--- src/hdl/f32t_pkg.sv ---
package f32t_pkg;

    // Pipeline depths and the sum window width
    localparam int FMA_LAT   = 7;
    localparam int DIV_STEPS = 27;
    localparam int DIV_LAT   = DIV_STEPS + 4;
    localparam int OUT_STG   = 9 * FMA_LAT + DIV_LAT + 1;
    localparam int WIN       = 79;

    // Binary32 constants
    localparam logic [31:0] K_CUT       = 32'hC110_2CB4;
    localparam logic [31:0] K_BIAS      = 32'h4940_0000;
    localparam logic [31:0] K_NEG_BIAS  = 32'hC940_0000;
    localparam logic [31:0] K_LOG2E     = 32'h3FB8_AA3B;
    localparam logic [31:0] K_MINUS_LN2 = 32'hBF31_7218;
    localparam logic [31:0] K_C4        = 32'h3EAA_AC76;
    localparam logic [31:0] K_C3        = 32'h3F2A_AE10;
    localparam logic [31:0] K_ONE       = 32'h3F80_0000;
    localparam logic [31:0] K_NEG_ONE   = 32'hBF80_0000;
    localparam logic [31:0] K_TWO       = 32'h4000_0000;
    localparam logic [31:0] K_NEG_ZERO  = 32'h8000_0000;
    localparam logic [31:0] K_QUIET     = 32'h0040_0000;

    typedef logic signed [12:0] t_exp;

    // Unpacked operand: value = m * 2^e
    typedef struct packed {
        logic       s;
        t_exp       e;
        logic [23:0] m;
    } t_unp;

    // Exact sum ahead of rounding: value = mag * 2^base
    typedef struct packed {
        logic          s;
        logic          zs;
        t_exp          base;
        logic [WIN-1:0] mag;
    } t_sum;

    typedef struct packed {
        logic          s;
        logic          zs;
        logic          zero;
        t_exp          sh;
        logic [7:0]    fexp;
        logic [WIN-1:0] mag;
    } t_nrm;

    typedef struct packed {
        logic          s;
        logic          zs;
        logic          zero;
        logic [7:0]    fexp;
        logic [WIN-1:0] mag;
        logic          st;
    } t_shf;

    // exp2(k/8) table, each entry less (k << 20)
    function automatic logic [31:0] f_exp2_tab(input logic [2:0] idx);
        logic [31:0] v;
        unique case (idx)
            3'd0: v = 32'h3F80_0000;
            3'd1: v = 32'h3F7B_95C2;
            3'd2: v = 32'h3F78_37F0;
            3'd3: v = 32'h3F75_FED7;
            3'd4: v = 32'h3F75_04F3;
            3'd5: v = 32'h3F75_672A;
            3'd6: v = 32'h3F77_44FD;
            3'd7: v = 32'h3F7A_C0C7;
            default: v = 32'h3F80_0000;
        endcase
        return v;
    endfunction

    function automatic logic [4:0] f_lzc24(input logic [23:0] v);
        logic [4:0] lz;
        logic       found;
        lz    = '0;
        found = 1'b0;
        for (int i = 23; i >= 0; i--) begin
            if (!found && v[i]) begin
                lz    = 5'(23 - i);
                found = 1'b1;
            end
        end
        return lz;
    endfunction

    function automatic logic [6:0] f_lzc79(input logic [WIN-1:0] v);
        logic [6:0] lz;
        logic       found;
        lz    = '0;
        found = 1'b0;
        for (int i = WIN - 1; i >= 0; i--) begin
            if (!found && v[i]) begin
                lz    = 7'(WIN - 1 - i);
                found = 1'b1;
            end
        end
        return lz;
    endfunction

    // Unpack a finite binary32; when norm is set, move the leading one to bit 23
    function automatic t_unp f_unpack(input logic [31:0] x, input logic norm);
        t_unp       u;
        logic [7:0] f;
        logic [4:0] lz;
        f    = x[30:23];
        u.s  = x[31];
        u.m  = {(f != 8'd0), x[22:0]};
        u.e  = (f == 8'd0) ? -13'sd149 : ($signed({5'd0, f}) - 13'sd150);
        lz   = f_lzc24(u.m);
        if (norm) begin
            u.m = u.m << lz;
            u.e = $signed(u.e) - $signed({8'd0, lz});
        end
        return u;
    endfunction

    // Find the leading one and the shift that lands the result LSB
    function automatic t_nrm f_norm(input t_sum a);
        t_nrm       r;
        logic [6:0] lz;
        t_exp       ex;
        t_exp       dn;
        lz     = f_lzc79(a.mag);
        ex     = $signed(a.base) + 13'sd78 - $signed({6'd0, lz});
        r.s    = a.s;
        r.zs   = a.zs;
        r.zero = (a.mag == '0);
        r.mag  = a.mag;
        if (ex < -13'sd126) begin
            dn     = -13'sd126 - ex;
            r.fexp = 8'd0;
        end else begin
            dn     = '0;
            r.fexp = 8'(ex + 13'sd126);
        end
        r.sh = $signed({6'd0, lz}) - dn;
        return r;
    endfunction

    // Shift left to normalize, or right with sticky for tiny results
    function automatic t_shf f_shift(input t_nrm a);
        t_shf           r;
        logic [6:0]     ra;
        logic [WIN-1:0] msk;
        r.s    = a.s;
        r.zs   = a.zs;
        r.zero = a.zero;
        r.fexp = a.fexp;
        ra     = 7'(-$signed(a.sh));
        msk    = ~({WIN{1'b1}} << ra);
        if ($signed(a.sh) >= 13'sd0) begin
            r.mag = a.mag << a.sh[6:0];
            r.st  = 1'b0;
        end else if ($signed(a.sh) < -13'sd78) begin
            r.mag = '0;
            r.st  = |a.mag;
        end else begin
            r.mag = a.mag >> ra;
            r.st  = |(a.mag & msk);
        end
        return r;
    endfunction

    // Round to nearest even and pack
    function automatic logic [31:0] f_pack(input t_shf a);
        logic [23:0] m;
        logic        g;
        logic        st;
        logic        up;
        logic [30:0] mag;
        m   = a.mag[WIN-1:WIN-24];
        g   = a.mag[WIN-25];
        st  = (|a.mag[WIN-26:0]) | a.st;
        up  = g & (st | m[0]);
        mag = {a.fexp, 23'd0} + {7'd0, m} + {30'd0, up};
        return a.zero ? {a.zs, 31'd0} : {a.s, mag};
    endfunction

endpackage

--- src/hdl/f32t_fma.sv ---
module f32t_fma import f32t_pkg::*; (
    input  logic        i_clk,
    input  logic        i_en,
    input  logic [31:0] i_a,
    input  logic [31:0] i_b,
    input  logic [31:0] i_c,
    output logic [31:0] o_r
);

    t_unp           r1_ua, r1_ub, r1_uc;
    logic           r2_sp;
    t_exp           r2_ep;
    logic [47:0]    r2_p;
    t_unp           r2_uc;
    logic           r3_sp, r3_sc, r3_zs;
    t_exp           r3_base;
    logic [WIN-1:0] r3_pw, r3_cw;
    t_sum           r4_sum;
    t_nrm           r5_nrm;
    t_shf           r6_shf;
    logic [31:0]    r7_res;

    t_exp           d, k, rr;
    logic [4:0]     ra;
    logic [WIN-1:0] n_pw, n_cw;
    t_exp           n_base;
    logic [WIN:0]   diff;
    t_sum           n_sum;

    // Align the addend against the product window
    always_comb begin
        d      = r2_uc.e - r2_ep;
        k      = d + 13'sd3;
        rr     = 13'sd1 - k;
        ra     = rr[4:0];
        n_pw   = WIN'(r2_p) << 3;
        n_base = r2_ep - 13'sd3;
        n_cw   = '0;
        if (r2_uc.m == 24'd0) begin
            n_cw = '0;
        end else if (k > 13'sd54) begin
            n_cw   = WIN'(r2_uc.m) << 54;
            n_pw   = WIN'(r2_p != 48'd0);
            n_base = r2_uc.e - 13'sd54;
        end else if (k >= 13'sd1) begin
            n_cw = WIN'(r2_uc.m) << k[5:0];
        end else if (rr >= 13'sd24) begin
            n_cw = WIN'(1'b1);
        end else begin
            n_cw = (WIN'(r2_uc.m >> ra) << 1)
                 | WIN'(|(r2_uc.m & ~(24'hFF_FFFF << ra)));
        end
    end

    // Add or subtract magnitudes
    always_comb begin
        diff       = {1'b0, r3_pw} - {1'b0, r3_cw};
        n_sum.zs   = r3_zs;
        n_sum.base = r3_base;
        if (r3_sp == r3_sc) begin
            n_sum.s   = r3_sp;
            n_sum.mag = r3_pw + r3_cw;
        end else if (diff[WIN]) begin
            n_sum.s   = r3_sc;
            n_sum.mag = WIN'(-diff);
        end else begin
            n_sum.s   = r3_sp;
            n_sum.mag = diff[WIN-1:0];
        end
    end

    // Advance all stages together
    always_ff @(posedge i_clk) begin
        if (i_en) begin
            r1_ua   <= f_unpack(i_a, 1'b1);
            r1_ub   <= f_unpack(i_b, 1'b1);
            r1_uc   <= f_unpack(i_c, 1'b0);
            r2_sp   <= r1_ua.s ^ r1_ub.s;
            r2_ep   <= r1_ua.e + r1_ub.e;
            r2_p    <= r1_ua.m * r1_ub.m;
            r2_uc   <= r1_uc;
            r3_sp   <= r2_sp;
            r3_sc   <= r2_uc.s;
            r3_zs   <= (r2_p == 48'd0) & (r2_uc.m == 24'd0) & r2_sp & r2_uc.s;
            r3_base <= n_base;
            r3_pw   <= n_pw;
            r3_cw   <= n_cw;
            r4_sum  <= n_sum;
            r5_nrm  <= f_norm(r4_sum);
            r6_shf  <= f_shift(r5_nrm);
            r7_res  <= f_pack(r6_shf);
        end
    end

    assign o_r = r7_res;

endmodule

--- config.mk ---
export PLATFORM = sky130hd
export DESIGN_NAME = f32t_fma
export DESIGN_NICKNAME = d
export VERILOG_FILES = /design/src/hdl/f32t_pkg.sv /design/src/hdl/f32t_fma.sv
export SDC_FILE = /design/constraint.sdc
export NUM_CORES = 2
export LEC_CHECK = 0
export ABC_AREA = 0
export BUFFER_PORTS_ARGS = -buffer_cell sky130_fd_sc_hd__buf_2
export CAP_MARGIN = 20
export CORE_MARGIN = 8
export CORE_UTILIZATION = 30
export CTS_CLUSTER_DIAMETER = 30
export CTS_CLUSTER_SIZE = 12
export DETAILED_ROUTE_END_ITERATION = 10
export GPL_TIMING_DRIVEN = 0
export PLACE_DENSITY = 0.53
export SETUP_SLACK_MARGIN = 0.1
export SYNTH_ARGS = -nofsm -noshare
export SYNTH_HDL_FRONTEND = slang
export SYNTH_SLANG_ARGS = --single-unit
--- constraint.sdc ---
create_clock -name i_clk -period 7.7 [get_ports i_clk]
set_clock_uncertainty 0.2 [all_clocks]
set_input_delay 1.54 -clock i_clk [delete_from_list [all_inputs] [get_ports i_clk]]
set_output_delay 1.54 -clock i_clk [all_outputs]
set_load 0.02 [all_outputs]
==> results.md <==
- Routability congestion estimate: 1.01
- CTS Sinks: 670
- Die H: ~500 um
- Post-Layout Cell Count: 11.8k
- Hold violation total from the final report: 0
- Placed wire-length estimate: 254 mm
- Seq/Total Area, Yosys: between 20% and 30%
- Iter 0 DRT Violations: 6281
- DR vias: 65.0k
- Post-synth EDFFs: 670
- Reg clk slew, reported paths: 0.05 ns
- Maximum clock rate: 0.122 GHz
- Max-cap violations: 0
- CTS Buf Count: 155
- Largest net degree at the start of global routing: 120
- H-tree depth: 4
- Slack of the critical path: -0.469 ns
- Synth Cell Area: 71600 um2
- First-pass GRT wire length: between 400 and 500 mm
- Drt via density: 5.53
- Vias in the first global route: 65.5k
- Ys flop type: edfxtp_1
- Tcrit/Tclk final: 106%
- TritonRoute pass-1 iters: 9
- # hold bufs at CTS: 0
- Die Area: 255000 um2
- Failing checks: negative setup slack
- PortBufs: 128
- Synth Instances: 7988
- Antenna violations before repair: 9
- Min-delay worst type: register to register
- WP buf/inv: 6
- CTS tree: built
- Starting density of the core: just over 30%
- Most Frequent Cell on Critical Path: fa_1
- Rows: about 180
- Wire per inst: roughly 27 um
- Synth unique cells: around 110
- Synth-to-layout area growth: 18.5%
- Remaining antenna violation count after routing: 0
- WP data required: 8.02 ns
- Clock root cell: clkbuf_16
- Crit start category: register
- Layout cells sized above 1: 12.3%
- Yosys warns: 0
- FFs w/ async S/R, synth: 0%
- Crit path max-delay family: adder cells
- Clock Latency Late Sink: 0.79 ns
- Synth Net Count: 8939
- Final setup vio count: 9
- Clock period minus worst slack: roughly 8.2 ns
- Filler cells: ~24k
- Slew HR: slightly above 20%
- CP Class: register to register
- Slew Viols, Final: 0
- Mean post-synth cell area: 8.97 um2
- Final nets: 9408
- Crit path max fanout: 10
- Routed WL: 319 mm
- Io pins: 130
- CP max-delay cell: fa_1
- Core footprint: 238000 um2
- Crit path DAT: 8.49 ns
- Worst Hold Slack: roughly 0.20 ns
- GRT Overall Usage: 23.9%
- Gr ovfl total: 0
- Setup crit end kind: register
- RSZ-0062 raised after global routing: true
- Synthesized flop and latch total: 670
- Outcome: finished with violations
- Clock buffer depth: 3
- Placed Instances: ~11k
- Worst slew pin tran: about 1.2 ns
- Delay of the slowest critical-path stage: 0.57 ns
- Die X: 505 um
- Drc violations: 0
## cell usage in the layout, fill, tap and decap left out, drive strengths merged, types with 24 or more instances in the layout
cell type / count
nand2: 1054
inv: 733
nor2: 730
edfxtp: 670
a21oi: 508
clkbuf: 498
fa: 488
buf: 457
o21ai: 399
ha: 365
and2: 293
mux2i: 272
xnor2: 220
nor3: 170
xor2: 138
mux4: 130
nor4: 115
nand3: 109
o22ai: 87
clkinv: 76
a21o: 65
a31oi: 64
nor2b: 60
nand2b: 57
nand4: 48
a211oi: 47
o21a: 46
and3: 45
or3: 44
o211ai: 42
o31ai: 42
o21bai: 41
a22oi: 41
a22o: 35
or2: 26
mux2: 24
## metrics by stage
stage | utilization [%] | instance area (um2) | setup TNS (ns) | setup slack (ns)
2_1_floorplan | - | 71700 | 0 | 0.0965
3_3_place_gp | 32.1 | 76300 | -3771.46 | -5.86
3_5_place_dp | 32.3 | 76600 | -44.50 | -2.48
4_1_cts | 35.3 | 83900 | -1.96 | -0.514
5_1_grt | 35.7 | 84900 | -3.89 | -0.648
6_report | 35.7 | 84900 | -1.48 | -0.469
## registers in the layout, indices dropped and copies added, names as in the netlist
name	count
r2_uc	34
r3_pw	49
r3_base	13
r3_sp	1
r2_p	48
r2_sp	1
o_r	32
r1_ua	38
r4_sum	94
r3_cw	79
r3_zs	1
r1_ub	38
r6_shf	91
r2_ep	13
r5_nrm	103
r3_sc	1
r1_uc	34
## Yosys cell counts (35+ instances only)
cell         n  area, um2
and3_1      45        282
mux4_2     130       2930
o211ai_1    42        315
a22oi_1     41        308
clkbuf_1   353       1330
nor4_1     111        694
edfxtp_1   670      20100
nor2b_1     60        375
a211oi_1    46        345
ha_1       365       4570
o21bai_1    41        308
a21oi_1    506       2530
o21a_1      46        345
nand2_1   1054       3960
mux2i_1    272       2720
o31ai_1     41        308
fa_1       488       9770
nand4_1     47        294
o22ai_1     87        544
nor3_1     169        846
nand2b_1    57        357
buf_1       80        300
xnor2_1    219       1920
or3_1       44        275
inv_1      721       2710
xor2_1     138       1210
a31oi_1     63        394
a21o_1      65        488
a22o_1      35        307
o21ai_0    391       1960
nand3_1    108        541
nor2_1     730       2740
and2_1     291       1820
## layer usage
layer / share of wire, % / global-route usage, % / vias to the layer above
li1: - / - / 28956
met1: 40 / 28.9 / 32050
met2: 47 / 40.0 / 3036
met3: 6.3 / 3.73 / 922
met4: 7.6 / 15.1 / 2
met5: 0.0038 / 0 / -
## cells by family after synthesis
logic type | share of synthesized area [%]
AO/OA/AOI/OAI | 14.5
XOR/XNOR | 4.40
adder cells (fa/ha/maj) | 20.0
buffers and inverters | 6.39
flip-flops | 28.1
multiplexers | 8.27
AND/OR/NAND/NOR | 18.3
## what timing repair did
item	4_1_cts	5_1_grt
gates cloned	0	0
pin swaps	83	67
endpoints found under the setup margin	58	38
setup buffers	119	48
gates resized for setup	283	152
## worst paths after layout
kind,from,end,slack [ns],depth (start not counted)
max reg2reg,r1_ub[1],r2_p[46],-0.47,29
min reg2reg,r5_nrm[102],r6_shf[90],0.20,0
min,r5_nrm[102],r6_shf[90],0.20,0
max,r1_ub[1],r2_p[46],-0.47,29
## layout make-up
type / count / area [um2] / share of cell area, %
plain buffers: 466 / 2390 / 2.82
multi-input cells: 6118 / 48100 / 56.7
flip-flops and latches: 670 / 20100 / 23.7
clock buffers: 176 / 4020 / 4.74
repair buffers: 314 / 2320 / 2.74
well taps: 3167 / 3960 / 4.67
clock inverters: 104 / 1210 / 1.42
inverters: 732 / 2750 / 3.24
diodes: 9 / 22.5 / 0.0265
Power is not shown: default switching activity piles up to over one toggle a cycle in this logic, so the estimate is an artifact.
